File: config.mk
export PLATFORM = sky130hd
export DESIGN_NAME = nchw_border_pad_and_crop_core
export DESIGN_NICKNAME = d
export VERILOG_FILES = /design/src/hw/rtl/nbpc_pkg.sv /design/src/hw/rtl/nchw_border_pad_and_crop_core.sv
export SDC_FILE = /design/constraint.sdc
export NUM_CORES = 1
export LEC_CHECK = 0
export BUFFER_PORTS_ARGS = -buffer_cell sky130_fd_sc_hd__buf_2
export CAP_MARGIN = 15
export CORE_MARGIN = 2
export CORE_UTILIZATION = 30
export DETAILED_ROUTE_END_ITERATION = 8
export PLACE_DENSITY_LB_ADDON = 0.2
export SYNTH_ARGS = -nofsm -noshare
export SYNTH_HDL_FRONTEND = slang
export SYNTH_SLANG_ARGS = --single-unit
File: constraint.sdc
create_clock -name clk -period 6.5 [get_ports clk]
set_input_delay 1.3 -clock clk [delete_from_list [all_inputs] [get_ports clk]]
set_output_delay 1.3 -clock clk [all_outputs]
set_load 0.01 [all_outputs]
File: src/hw/rtl/nbpc_pkg.sv
// Package for the NCHW border pad and crop engine.
// Holds field widths, configuration register indexes, mode codes and defaults.
// No dependencies.
`default_nettype none

package nbpc_pkg;

	// Element and configuration port widths.
	localparam int ELEM_W      = 32;
	localparam int CFG_W       = 32;
	localparam int CFG_IDX_W   = 3;

	// Configuration register field widths.
	localparam int PAD_W       = 4;
	localparam int SIDE_CFG_W  = 11;
	localparam int COUNT_CFG_W = 13;

	// Channel and image counters, and the largest count they serve.
	localparam int CNT_W       = 12;
	localparam int MAX_COUNT   = 4096;

	// Parameter defaults.
	localparam int DEF_DATA_WIDTH = 32;
	localparam int DEF_MAX_SIDE   = 1024;

	// Configuration register indexes.
	localparam logic [CFG_IDX_W-1:0] REG_MODE          = 3'd0;
	localparam logic [CFG_IDX_W-1:0] REG_PAD_SIZE      = 3'd1;
	localparam logic [CFG_IDX_W-1:0] REG_INNER_HEIGHT  = 3'd2;
	localparam logic [CFG_IDX_W-1:0] REG_INNER_WIDTH   = 3'd3;
	localparam logic [CFG_IDX_W-1:0] REG_CHANNEL_COUNT = 3'd4;
	localparam logic [CFG_IDX_W-1:0] REG_BATCH_COUNT   = 3'd5;
	localparam logic [CFG_IDX_W-1:0] REG_PAD_WORD      = 3'd6;

	// Operating modes.
	localparam logic MODE_PAD  = 1'b0;
	localparam logic MODE_CROP = 1'b1;

endpackage

`default_nettype wire

File: src/hw/rtl/nchw_border_pad_and_crop_core.sv
// Top level of the NCHW border pad and crop engine.
// Depends on nbpc_pkg for widths, register indexes and mode codes.
//
// Usage: the source channel (src_valid / src_stall / offered_value) offers the
// next unconsumed source element on every transfer; the block walks one
// position of the padded grid (image, channel, row, column) per transfer and
// gives exactly one result transfer on the destination channel (dst_valid /
// dst_stall) with out_valid, out_value, took_input and tensor_done.
// In pad mode the border yields pad_word and leaves the offered element in
// place (took_input low); in crop mode every element is consumed and only
// inner elements are flagged with out_valid.
// A source transfer's result is registered and shows in the next cycle;
// throughput is one transfer per cycle when not stalled (one result register).
// When the receiver stalls, the result register holds and src_stall rises in
// the same cycle, so no source transfer is taken until the result leaves.
// Reset clears the grid counters and the result valid, and loads the registers
// with pad mode, border 1, all dimensions 1 and pad word 0.
// Configuration writes through cfg_we / cfg_index / cfg_data take effect at
// once; indexes past the pad word register are ignored.
`default_nettype none

module nchw_border_pad_and_crop_core #(
	parameter int DATA_WIDTH = nbpc_pkg::DEF_DATA_WIDTH,
	parameter int MAX_SIDE   = nbpc_pkg::DEF_MAX_SIDE
) (
	input  wire logic                           clk,
	input  wire logic                           arst_n,
	// Configuration write port.
	input  wire logic                           cfg_we,
	input  wire logic [nbpc_pkg::CFG_IDX_W-1:0] cfg_index,
	input  wire logic [nbpc_pkg::CFG_W-1:0]     cfg_data,
	// Source channel.
	input  wire logic                           src_valid,
	output logic                                src_stall,
	input  wire logic [nbpc_pkg::ELEM_W-1:0]    offered_value,
	// Destination channel.
	output logic                                dst_valid,
	input  wire logic                           dst_stall,
	output logic                                out_valid,
	output logic [nbpc_pkg::ELEM_W-1:0]         out_value,
	output logic                                took_input,
	output logic                                tensor_done
);
	import nbpc_pkg::*;

	// Largest usable inner side: limited by the parameter and the register width.
	localparam int SIDE_REG_MAX = (1 << SIDE_CFG_W) - 1;
	localparam int SIDE_LIM_I   = (MAX_SIDE < SIDE_REG_MAX) ? MAX_SIDE : SIDE_REG_MAX;
	localparam int PAD_MAX      = (1 << PAD_W) - 1;
	// Row and column positions must hold the padded side.
	localparam int POS_W        = $clog2(SIDE_LIM_I + 2 * PAD_MAX + 1);
	localparam logic [SIDE_CFG_W-1:0]  SIDE_LIM  = SIDE_CFG_W'(SIDE_LIM_I);
	localparam logic [COUNT_CFG_W-1:0] COUNT_LIM = COUNT_CFG_W'(MAX_COUNT);
	// Element values keep at most DATA_WIDTH low bits.
	localparam int MASK_W = (DATA_WIDTH < ELEM_W) ? DATA_WIDTH : ELEM_W;
	localparam logic [ELEM_W-1:0] DATA_MASK = {ELEM_W{1'b1}} >> (ELEM_W - MASK_W);

	// Configuration registers.
	logic                   mode_q;
	logic [PAD_W-1:0]       pad_size_q;
	logic [SIDE_CFG_W-1:0]  inner_height_q;
	logic [SIDE_CFG_W-1:0]  inner_width_q;
	logic [COUNT_CFG_W-1:0] channel_count_q;
	logic [COUNT_CFG_W-1:0] batch_count_q;
	logic [ELEM_W-1:0]      pad_word_q;

	// Grid position counters.
	logic [POS_W-1:0] col_pos_q;
	logic [POS_W-1:0] row_pos_q;
	logic [CNT_W-1:0] chan_pos_q;
	logic [CNT_W-1:0] image_pos_q;

	// Result register.
	logic              res_valid_s1;
	logic              out_valid_s1;
	logic [ELEM_W-1:0] out_value_s1;
	logic              took_input_s1;
	logic              tensor_done_s1;

	// Effective sizes and position decode.
	logic [SIDE_CFG_W-1:0]  h_eff;
	logic [SIDE_CFG_W-1:0]  w_eff;
	logic [COUNT_CFG_W-1:0] nc_eff;
	logic [COUNT_CFG_W-1:0] nb_eff;
	logic [POS_W-1:0]       p_ext;
	logic [POS_W-1:0]       h_ext;
	logic [POS_W-1:0]       w_ext;
	logic [POS_W-1:0]       row_end;
	logic [POS_W-1:0]       col_end;
	logic [POS_W-1:0]       row_last_pos;
	logic [POS_W-1:0]       col_last_pos;
	logic                   in_core;
	logic                   col_last;
	logic                   row_last;
	logic                   chan_last;
	logic                   image_last;
	logic                   src_xfer;
	logic                   dst_xfer;
	logic [ELEM_W-1:0]      offered_m;

	// Configuration writes.
	always_ff @(posedge clk or negedge arst_n) begin
		if (!arst_n) begin
			mode_q          <= MODE_PAD;
			pad_size_q      <= PAD_W'(1);
			inner_height_q  <= SIDE_CFG_W'(1);
			inner_width_q   <= SIDE_CFG_W'(1);
			channel_count_q <= COUNT_CFG_W'(1);
			batch_count_q   <= COUNT_CFG_W'(1);
			pad_word_q      <= '0;
		end else if (cfg_we) begin
			case (cfg_index)
				REG_MODE:          mode_q          <= cfg_data[0];
				REG_PAD_SIZE:      pad_size_q      <= cfg_data[PAD_W-1:0];
				REG_INNER_HEIGHT:  inner_height_q  <= cfg_data[SIDE_CFG_W-1:0];
				REG_INNER_WIDTH:   inner_width_q   <= cfg_data[SIDE_CFG_W-1:0];
				REG_CHANNEL_COUNT: channel_count_q <= cfg_data[COUNT_CFG_W-1:0];
				REG_BATCH_COUNT:   batch_count_q   <= cfg_data[COUNT_CFG_W-1:0];
				REG_PAD_WORD:      pad_word_q      <= cfg_data[ELEM_W-1:0];
				default: ;
			endcase
		end
	end

	// Clamp dimensions: zero counts as one, oversized values saturate.
	always_comb begin
		if (inner_height_q == '0)
			h_eff = SIDE_CFG_W'(1);
		else if (inner_height_q > SIDE_LIM)
			h_eff = SIDE_LIM;
		else
			h_eff = inner_height_q;

		if (inner_width_q == '0)
			w_eff = SIDE_CFG_W'(1);
		else if (inner_width_q > SIDE_LIM)
			w_eff = SIDE_LIM;
		else
			w_eff = inner_width_q;

		if (channel_count_q == '0)
			nc_eff = COUNT_CFG_W'(1);
		else if (channel_count_q > COUNT_LIM)
			nc_eff = COUNT_LIM;
		else
			nc_eff = channel_count_q;

		if (batch_count_q == '0)
			nb_eff = COUNT_CFG_W'(1);
		else if (batch_count_q > COUNT_LIM)
			nb_eff = COUNT_LIM;
		else
			nb_eff = batch_count_q;
	end

	// Border decode and last-position flags for the current grid position.
	always_comb begin
		p_ext        = POS_W'(pad_size_q);
		h_ext        = POS_W'(h_eff);
		w_ext        = POS_W'(w_eff);
		row_end      = h_ext + p_ext;
		col_end      = w_ext + p_ext;
		row_last_pos = row_end + p_ext - POS_W'(1);
		col_last_pos = col_end + p_ext - POS_W'(1);
		in_core      = (row_pos_q >= p_ext) && (row_pos_q < row_end) &&
		               (col_pos_q >= p_ext) && (col_pos_q < col_end);
		col_last     = col_pos_q >= col_last_pos;
		row_last     = row_pos_q >= row_last_pos;
		chan_last    = {1'b0, chan_pos_q} >= (nc_eff - COUNT_CFG_W'(1));
		image_last   = {1'b0, image_pos_q} >= (nb_eff - COUNT_CFG_W'(1));
		offered_m    = offered_value & DATA_MASK;
	end

	// Handshakes: a new transfer is taken unless a held result is stalled.
	assign dst_xfer  = res_valid_s1 && !dst_stall;
	assign src_stall = res_valid_s1 && dst_stall;
	assign src_xfer  = src_valid && !src_stall;

	// Grid counters advance column first, carrying into row, channel and image.
	always_ff @(posedge clk or negedge arst_n) begin
		if (!arst_n) begin
			col_pos_q   <= '0;
			row_pos_q   <= '0;
			chan_pos_q  <= '0;
			image_pos_q <= '0;
		end else if (src_xfer) begin
			if (!col_last) begin
				col_pos_q <= col_pos_q + POS_W'(1);
			end else begin
				col_pos_q <= '0;
				if (!row_last) begin
					row_pos_q <= row_pos_q + POS_W'(1);
				end else begin
					row_pos_q <= '0;
					if (!chan_last) begin
						chan_pos_q <= chan_pos_q + CNT_W'(1);
					end else begin
						chan_pos_q <= '0;
						if (!image_last)
							image_pos_q <= image_pos_q + CNT_W'(1);
						else
							image_pos_q <= '0;
					end
				end
			end
		end
	end

	// Result valid flag.
	always_ff @(posedge clk or negedge arst_n) begin
		if (!arst_n) begin
			res_valid_s1 <= 1'b0;
		end else if (src_xfer) begin
			res_valid_s1 <= 1'b1;
		end else if (dst_xfer) begin
			res_valid_s1 <= 1'b0;
		end
	end

	// Result payload, loaded on every source transfer.
	always_ff @(posedge clk) begin
		if (src_xfer) begin
			tensor_done_s1 <= col_last && row_last && chan_last && image_last;
			if (mode_q == MODE_PAD) begin
				out_valid_s1  <= 1'b1;
				took_input_s1 <= in_core;
				out_value_s1  <= in_core ? offered_m : (pad_word_q & DATA_MASK);
			end else begin
				out_valid_s1  <= in_core;
				took_input_s1 <= 1'b1;
				out_value_s1  <= in_core ? offered_m : '0;
			end
		end
	end

	assign dst_valid   = res_valid_s1;
	assign out_valid   = out_valid_s1;
	assign out_value   = out_value_s1;
	assign took_input  = took_input_s1;
	assign tensor_done = tensor_done_s1;

endmodule

`default_nettype wire
==> impl_table.tex, run 1 <==
\begin{tabular}{lr}
\hline
Metric & Value \\
\hline
\multicolumn{2}{l}{\textbf{Finish}} \\
\quad Final net count & 1393 \\
\quad Post-synthesis to final-layout area growth & 15.1\% \\
\quad Final Instance Count excl. Fillers & 1704 \\
\quad Number of antenna repair diodes & 0 \\
\quad Core occupancy in the finished layout & 35.2\% \\
\quad Share of final-layout standard cells stronger than drive strength 1 & 23.1\% \\
\multicolumn{2}{l}{\textbf{Floorplan}} \\
\quad Number of cell rows & 70 \\
\quad Die Outline Area & 0.0390 mm² \\
\quad Ports placed on the boundary & 109 \\
\quad Die X & 198 µm \\
\quad Initial Util & 30.6\% \\
\quad Die Y-Extent & 198 µm \\
\quad Placeable core region & 0.0368 mm² \\
\multicolumn{2}{l}{\textbf{Pwr}} \\
\quad Power Dens Cells & 401 mW/mm² \\
\quad Leakage & 5.77 nW \\
\quad Peak ir drop on the vdd network & 183 µV \\
\quad Power Total & 5.18 mW \\
\multicolumn{2}{l}{\textbf{Route}} \\
\quad Vias post-DR & 8650 \\
\quad DRC viols & 0 \\
\quad Wire per inst & 17.4 µm \\
\quad Pre-antenna DRT Iters & 5 \\
\quad Per-cell via count in the routed design & 5.08 \\
\quad Detailed Route Iter0 Violations & 502 \\
\quad Post-route ant nets & 0 \\
\quad Routed WL & 29.7 mm \\
\multicolumn{2}{l}{\textbf{Synth}} \\
\quad Synthesized flop and latch total & 167 \\
\quad Synthesized area & 0.0112 mm² \\
\quad Portion of synthesized cell area occupied by the leading cell type & 28.3\% \\
\quad Synth area leader & sky130\_fd\_sc\_hd\_\_dfrtp\_1 \\
\quad Post-synthesis cell type count & 73 \\
\quad Synth top area cells & sky130\_fd\_sc\_hd\_\_dfrtp\_1, sky130\_fd\_sc\_hd\_\_ha\_1, sky130\_fd\_sc\_hd\_\_edfxtp\_1 \\
\quad Post-Synthesis Cells & 1118 \\
\quad Mapped Avg Cell Area & 10.1 µm² \\
\quad Number of flops mapped to enable cells by yosys & 35 \\
\quad Most instantiated flip-flop cell in the synthesis netlist & sky130\_fd\_sc\_hd\_\_dfrtp\_1 \\
\quad Number of nets in the synthesized netlist & 1288 \\
\quad Proportion of register bits with asynchronous set or reset after synthesis & 79.0\% \\
\quad Yosys warning total & 0 \\
\quad Fraction of the yosys area taken by sequential cells & 38.8\% \\
\multicolumn{2}{l}{\textbf{Critical path}} \\
\quad Required time reported for the critical path endpoint & 6.86 ns \\
\quad Crit Path Category & flop to flop \\
\quad Critical path depth & 28 \\
\quad CP max stage cell & sky130\_fd\_sc\_hd\_\_a21oi\_1 \\
\quad Register-to-Register Path Depth & 28 \\
\quad Critical Path AT & 6.37 ns \\
\quad Buffering stage count on the worst path with inverters included & 5 \\
\quad Critical Path Max Stage Delay & 0.60 ns \\
\quad CP delay by family, top & compound AO/OA/AOI/OAI gates \\
\quad Critical path fanouts, max & 10 \\
\quad Sort of element at the end of the critical path & flop \\
\quad Crit start category & flop \\
\multicolumn{2}{l}{\textbf{Status}} \\
\quad Outcome & completed \\
\multicolumn{2}{l}{\textbf{Clocking}} \\
\quad Hold-fix buffers, CTS & 0 \\
\quad Inserted Clock Buffers & 17 \\
\quad Clock-pin slew on the worst setup and hold paths & 0.07 ns \\
\quad Number of post-CTS setup repair buffers & 0 \\
\quad Clock tree buffer depth & 2 \\
\quad Sink count of the clock tree & 167 \\
\quad CTS H-tree lvls & 4 \\
\quad CTS root buffer & sky130\_fd\_sc\_hd\_\_clkbuf\_16 \\
\quad TritonCTS clock tree & done \\
\quad Insertion delay of the later-clocked pin in the worst-skew pair & 0.44 ns \\
\multicolumn{2}{l}{\textbf{Hold path}} \\
\quad Cell depth of the worst hold path & 1 \\
\quad Worst hold-check path type & flop to flop \\
\multicolumn{2}{l}{\textbf{Global routing}} \\
\quad Initial antenna violation count & 1 \\
\quad GRT Resource Usage Total & 15.5\% \\
\quad Overflow left after global routing & 0 \\
\quad Global-route wire length before repair & 47.4 mm \\
\quad Maximum number of pins on one net before global-route repair & 82 \\
\quad Vias in the first global route & 8652 \\
\multicolumn{2}{l}{\textbf{STA}} \\
\quad Count of pins over their slew limit & 0 \\
\quad Worst slew slack as a fraction of its limit & 25.2\% \\
\quad Number of hold violations in the final report & 0 \\
\quad Smallest setup slack after layout & 0.491 ns \\
\quad Tcrit/Tclk final & 92.4\% \\
\quad Setup TNS & 0 ns \\
\quad RSZ-0062 raised after global routing & true \\
\quad Highest clock rate & 166 MHz \\
\quad Final-report setup violation count & 0 \\
\quad Final worst path period need & 6.01 ns \\
\quad Clk\_skew & 0.0159 ns \\
\quad Transition time at the pin with the least slew margin & 1.12 ns \\
\multicolumn{2}{l}{\textbf{Placement}} \\
\quad Number of placed instances, taps included & 1671 \\
\quad Detailed Place HPWL & 22.0 mm \\
\quad Routability cong. & 0.849 \\
\quad PortBufs & 108 \\
\quad Post-place setup slack & 0.366 ns \\
\multicolumn{2}{l}{\textbf{Job}} \\
\quad Max-Cap Viols & 0 \\
\hline
\end{tabular}
==> cell usage after synthesis (16+ instances only) <==
cell type                  instances
sky130_fd_sc_hd__o21ai_0          70
sky130_fd_sc_hd__nand2b_1         28
sky130_fd_sc_hd__dfrtp_1         127
sky130_fd_sc_hd__ha_1             94
sky130_fd_sc_hd__a21oi_1          60
sky130_fd_sc_hd__nor3_1           26
sky130_fd_sc_hd__xnor2_1          33
sky130_fd_sc_hd__nand4_1          16
sky130_fd_sc_hd__clkbuf_1         30
sky130_fd_sc_hd__nor2b_1          51
sky130_fd_sc_hd__mux2_2           79
sky130_fd_sc_hd__nand3_1          28
sky130_fd_sc_hd__mux2_4           28
sky130_fd_sc_hd__xor2_1           19
sky130_fd_sc_hd__nand2_1          73
sky130_fd_sc_hd__a21o_1           18
sky130_fd_sc_hd__inv_1            57
sky130_fd_sc_hd__edfxtp_1         35
sky130_fd_sc_hd__nor2_1           65
==> through the flow <==
| stage | instance area, µm² | hold slack, ns |
|---|---|---|
| final | 12900 | 0.499 |
| after global routing | 12900 | 0.507 |
| after CTS | 12900 | 0.501 |
| after detailed placement | 12300 | 0.485 |
| after global placement | 12300 | 0.479 |
| after floorplan | 11200 | 0.471 |
==> layout make-up <==
type                            instances  area [µm²]
Inverter                               57         214
Sequential cell                       167        4360
Clock buffer                           20         468
Timing Repair Buffer                  122         664
Fill cell                            3732       23800
Multi-Input combinational cell        858        6520
Clock inverter                         12         130
Tap cell                              468         586
==> path summary, 6_finish.rpt <==
kind	end	startpoint	slack, ns
max in group asynchronous	col_pos_q[3]$_DFFE_PN0P_	arst_n	4.39
worst max-delay path	row_pos_q[10]$_DFFE_PN0P_	inner_width_q[4]$_DFFE_PN0P_	0.49
worst min-delay path	pad_word_q[16]$_DFFE_PN0P_	pad_word_q[16]$_DFFE_PN0P_	0.50
min in group asynchronous	batch_count_q[5]$_DFFE_PN0P_	arst_n	0.89
worst min register to register	pad_word_q[16]$_DFFE_PN0P_	pad_word_q[16]$_DFFE_PN0P_	0.50
worst max register to register	row_pos_q[10]$_DFFE_PN0P_	inner_width_q[4]$_DFFE_PN0P_	0.49
==> registers in the layout, indices dropped and copies added (netlist names) <==
register and flops:
out_value 32, pad_word_q 32, mode_q 1, row_pos_q 11, channel_count_q 13, batch_count_q 13, pad_size_q 4, col_pos_q 11
tensor_done 1, dst_valid 1, inner_width_q 11, image_pos_q 12, inner_height_q 11, took_input 1, chan_pos_q 12, out_valid 1
==> cell usage in the layout, fill, tap and decap left out, drive strengths merged, types with 35 or more instances in the layout <==
cell / n
nand2: 75
dfrtp: 127
ha: 94
nor2: 65
buf: 122
a21oi: 62
inv: 65
mux2: 111
o21ai: 71
edfxtp: 35
nor2b: 51
==> metal layers <==
layer | wire, µm | up-vias | global-route usage, %
met5 | 0 | - | 0
met4 | 320 | 0 | 3.40
met3 | 663 | 22 | 2.25
met2 | 14400 | 94 | 25.9
met1 | 14300 | 4262 | 21.4
li1 | - | 4272 | -
==> cells by family (layout without fill, tap and decap cells) <==
group	after synthesis	in the layout	share of synthesized area, %
and+or+nand+nor	357	357	16.7
xor gates and xnor gates	52	52	4.05
DFF	167	167	38.8
buffers and inverters	93	211	3.39
muxes	113	113	12.2
adders and majority gates	102	102	11.5
AOI/OAI and AO/OA	234	234	13.3
==> repair_timing <==
| item | in CTS | in global routing |
|---|---|---|
| hold endpoints to repair | 0 | 0 |
| resized for setup | 0 | 3 |
| endpoints found under the setup margin | 0 | 27 |
==> power breakdown <==
group / total, mW / internal, mW / switching [mW]
Combinational: 2.57 / 1.24 / 1.34
Clock: 1.05 / 0.576 / 0.479
Sequential: 1.56 / 1.32 / 0.237
Power figures use the tool's default switching activity.
==> run 2: changes to the inputs <==
--- a/config.mk
+++ b/config.mk
@@ -11,6 +11,7 @@
 export CORE_UTILIZATION = 30
 export DETAILED_ROUTE_END_ITERATION = 8
 export PLACE_DENSITY_LB_ADDON = 0.2
+export SETUP_SLACK_MARGIN = 0.5
 export SYNTH_ARGS = -nofsm -noshare
 export SYNTH_HDL_FRONTEND = slang
 export SYNTH_SLANG_ARGS = --single-unit
==> constraint.sdc (replaced) <==
create_clock -name clk -period 7.01 [get_ports clk]
set_input_delay 1.402 -clock clk [delete_from_list [all_inputs] [get_ports clk]]
set_output_delay 1.402 -clock clk [all_outputs]
set_load 0.01 [all_outputs]
==> impl_table.tex, run 2 (synthesis gave the netlist of run 1 again) <==
\begin{tabular}{lr}
\hline
Metric & Value \\
\hline
\multicolumn{2}{l}{\textbf{Status}} \\
\quad Outcome & completed \\
\multicolumn{2}{l}{\textbf{Clocking}} \\
\quad Clock tree buffer depth & 2 \\
\quad Inserted Clock Buffers & 17 \\
\quad Hold-fix buffers, CTS & 0 \\
\quad Insertion delay of the later-clocked pin in the worst-skew pair & 0.44 ns \\
\quad Sink count of the clock tree & 167 \\
\quad CTS H-tree lvls & 4 \\
\quad Clock-pin slew on the worst setup and hold paths & 0.07 ns \\
\quad CTS root buffer & sky130\_fd\_sc\_hd\_\_clkbuf\_16 \\
\quad TritonCTS clock tree & done \\
\multicolumn{2}{l}{\textbf{Critical path}} \\
\quad Critical register-to-register path endpoint & image\_pos\_q[9]\$\_DFFE\_PN0P\_ \\
\quad Crit path from & inner\_width\_q[4]\$\_DFFE\_PN0P\_ \\
\quad Required time reported for the critical path endpoint & 7.33 ns \\
\quad Worst reg2reg setup slack & 1.08 ns \\
\quad Critical path's most frequent cell & sky130\_fd\_sc\_hd\_\_ha\_1 \\
\quad Crit start category & flop \\
\quad Critical Path AT & 6.25 ns \\
\quad Critical Path Max Stage Delay & 0.48 ns \\
\quad Crit Path Category & flop to flop \\
\quad Critical path fanouts, max & 10 \\
\quad Sort of element at the end of the critical path & flop \\
\quad CP max stage cell & sky130\_fd\_sc\_hd\_\_dfrtp\_1 \\
\quad Worst flop-to-flop path startpoint & inner\_width\_q[4]\$\_DFFE\_PN0P\_ \\
\quad Register-to-Register Path Depth & 28 \\
\quad CP endpoint & image\_pos\_q[9]\$\_DFFE\_PN0P\_ \\
\multicolumn{2}{l}{\textbf{Placement}} \\
\quad Total placed instance area & 0.0123 mm² \\
\quad Number of placed instances, taps included & 1667 \\
\quad Routability cong. & 0.809 \\
\quad Detailed Place HPWL & 21.8 mm \\
\quad PortBufs & 108 \\
\multicolumn{2}{l}{\textbf{Global routing}} \\
\quad Vias in the first global route & 8319 \\
\quad Initial antenna violation count & 3 \\
\quad GRT Resource Usage Total & 15.1\% \\
\quad Global-route wire length before repair & 46.0 mm \\
\quad Overflow left after global routing & 0 \\
\quad Maximum number of pins on one net before global-route repair & 68 \\
\multicolumn{2}{l}{\textbf{Floorplan}} \\
\quad Ports placed on the boundary & 109 \\
\quad Initial Util & 30.6\% \\
\quad Number of cell rows & 70 \\
\quad Die Outline Area & 0.0390 mm² \\
\quad Die Y-Extent & 198 µm \\
\quad Die X & 198 µm \\
\quad Placeable core region & 0.0368 mm² \\
\multicolumn{2}{l}{\textbf{Finish}} \\
\quad Leading cell types in the layout, fill and taps excluded & sky130\_fd\_sc\_hd\_\_dfrtp\_1, sky130\_fd\_sc\_hd\_\_buf\_2, sky130\_fd\_sc\_hd\_\_ha\_1 \\
\quad Finished Cell Area & 0.0129 mm² \\
\quad Post-synthesis to final-layout area growth & 15.2\% \\
\quad Share of final-layout standard cells stronger than drive strength 1 & 23.5\% \\
\quad Final Instance Count excl. Fillers & 1703 \\
\quad Number of antenna repair diodes & 0 \\
\quad Most frequent standard cell in the layout excluding fill and tap cells & sky130\_fd\_sc\_hd\_\_dfrtp\_1 \\
\quad Final net count & 1392 \\
\multicolumn{2}{l}{\textbf{Route}} \\
\quad Wire per inst & 17.1 µm \\
\quad DRC viols & 0 \\
\quad Vias post-DR & 8648 \\
\quad Detailed Route Iter0 Violations & 406 \\
\quad Routed WL & 29.1 mm \\
\quad Post-route ant nets & 0 \\
\quad Per-cell via count in the routed design & 5.08 \\
\quad Pre-antenna DRT Iters & 5 \\
\multicolumn{2}{l}{\textbf{STA}} \\
\quad RSZ-0062 raised after global routing & false \\
\quad Setup TNS & 0 ns \\
\quad Count of pins over their slew limit & 0 \\
\quad Clk\_skew & 0.0181 ns \\
\quad Number of hold violations in the final report & 0 \\
\quad Worst slew slack as a fraction of its limit & 27.9\% \\
\quad Highest clock rate & 169 MHz \\
\quad Transition time at the pin with the least slew margin & 1.08 ns \\
\quad Final-report setup violation count & 0 \\
\quad Final worst path period need & 5.93 ns \\
\quad Tcrit/Tclk final & 84.5\% \\
\multicolumn{2}{l}{\textbf{Job}} \\
\quad Max-Cap Viols & 0 \\
\multicolumn{2}{l}{\textbf{Pwr}} \\
\quad Leakage & 5.77 nW \\
\quad Power Dens Cells & 367 mW/mm² \\
\quad Power Total & 4.75 mW \\
\quad Peak ir drop on the vdd network & 188 µV \\
\multicolumn{2}{l}{\textbf{Hold path}} \\
\quad Worst hold-check path type & flop to flop \\
\hline
\end{tabular}
## run 2: metrics by stage
step | worst slack [ns] | utilization (%) | hold WS [ns]
3_5_place_dp | 0.728 | 33.4 | 0.485
4_1_cts | 0.679 | 35.0 | 0.501
3_3_place_gp | 0.875 | 33.4 | 0.479
2_1_floorplan | 1.39 | - | 0.471
5_1_grt | 0.533 | 35.2 | 0.517
6_report | 1.08 | 35.2 | 0.497
## run 2: worst min-delay path by stage
stage | startpoint | to | depth (start not counted)
global route | pad_word_q[0]$_DFFE_PN0P_ | pad_word_q[0]$_DFFE_PN0P_ | 1
finish | pad_word_q[9]$_DFFE_PN0P_ | pad_word_q[9]$_DFFE_PN0P_ | 1
detailed placement | pad_word_q[9]$_DFFE_PN0P_ | pad_word_q[9]$_DFFE_PN0P_ | 1
CTS | pad_word_q[3]$_DFFE_PN0P_ | pad_word_q[3]$_DFFE_PN0P_ | 1
floorplan | pad_word_q[0]$_DFFE_PN0P_ | pad_word_q[0]$_DFFE_PN0P_ | 1
global placement | pad_word_q[14]$_DFFE_PN0P_ | pad_word_q[14]$_DFFE_PN0P_ | 1
## run 2: power breakdown
| part | internal, mW | switching, mW |
|---|---|---|
| logic | 1.14 | 1.23 |
| clock network | 0.535 | 0.407 |
| registers | 1.23 | 0.213 |
## run 2: critical path: cells and delay by family (launching register included)
kind,cells,cell delay (ns)
adder cells (fa/ha/maj),5,1.38
buffers and inverters,3,0.32
AND/OR/NAND/NOR,10,1.60
flip-flops,1,0.48
XOR/XNOR,1,0.07
AO/OA/AOI/OAI,9,1.96
## run 2: cell type report
class	instances	area, µm²
Clock buffer	21	450
Clock inverter	11	125
Fill cell	3798	23800
Inverter	57	214
Multi-Input combinational cell	858	6560
Sequential cell	167	4360
Tap cell	468	586
Timing Repair Buffer	121	648
## run 2: repair_timing
| item | 4_1_cts | 5_1_grt |
|---|---|---|
| hold endpoints to repair | 0 | 0 |
| setup endpoints to repair | 0 | 40 |
| resized for setup | 0 | 12 |
| buffers inserted | 0 | 3 |
## run 2: metal layers
layer	vias up	global-route usage (%)	wire length, µm
li1	4275	-	-
met1	4241	20.7	14100
met3	37	2.42	644
met2	95	24.2	13700
met4	0	4.79	591
met5	-	0	0
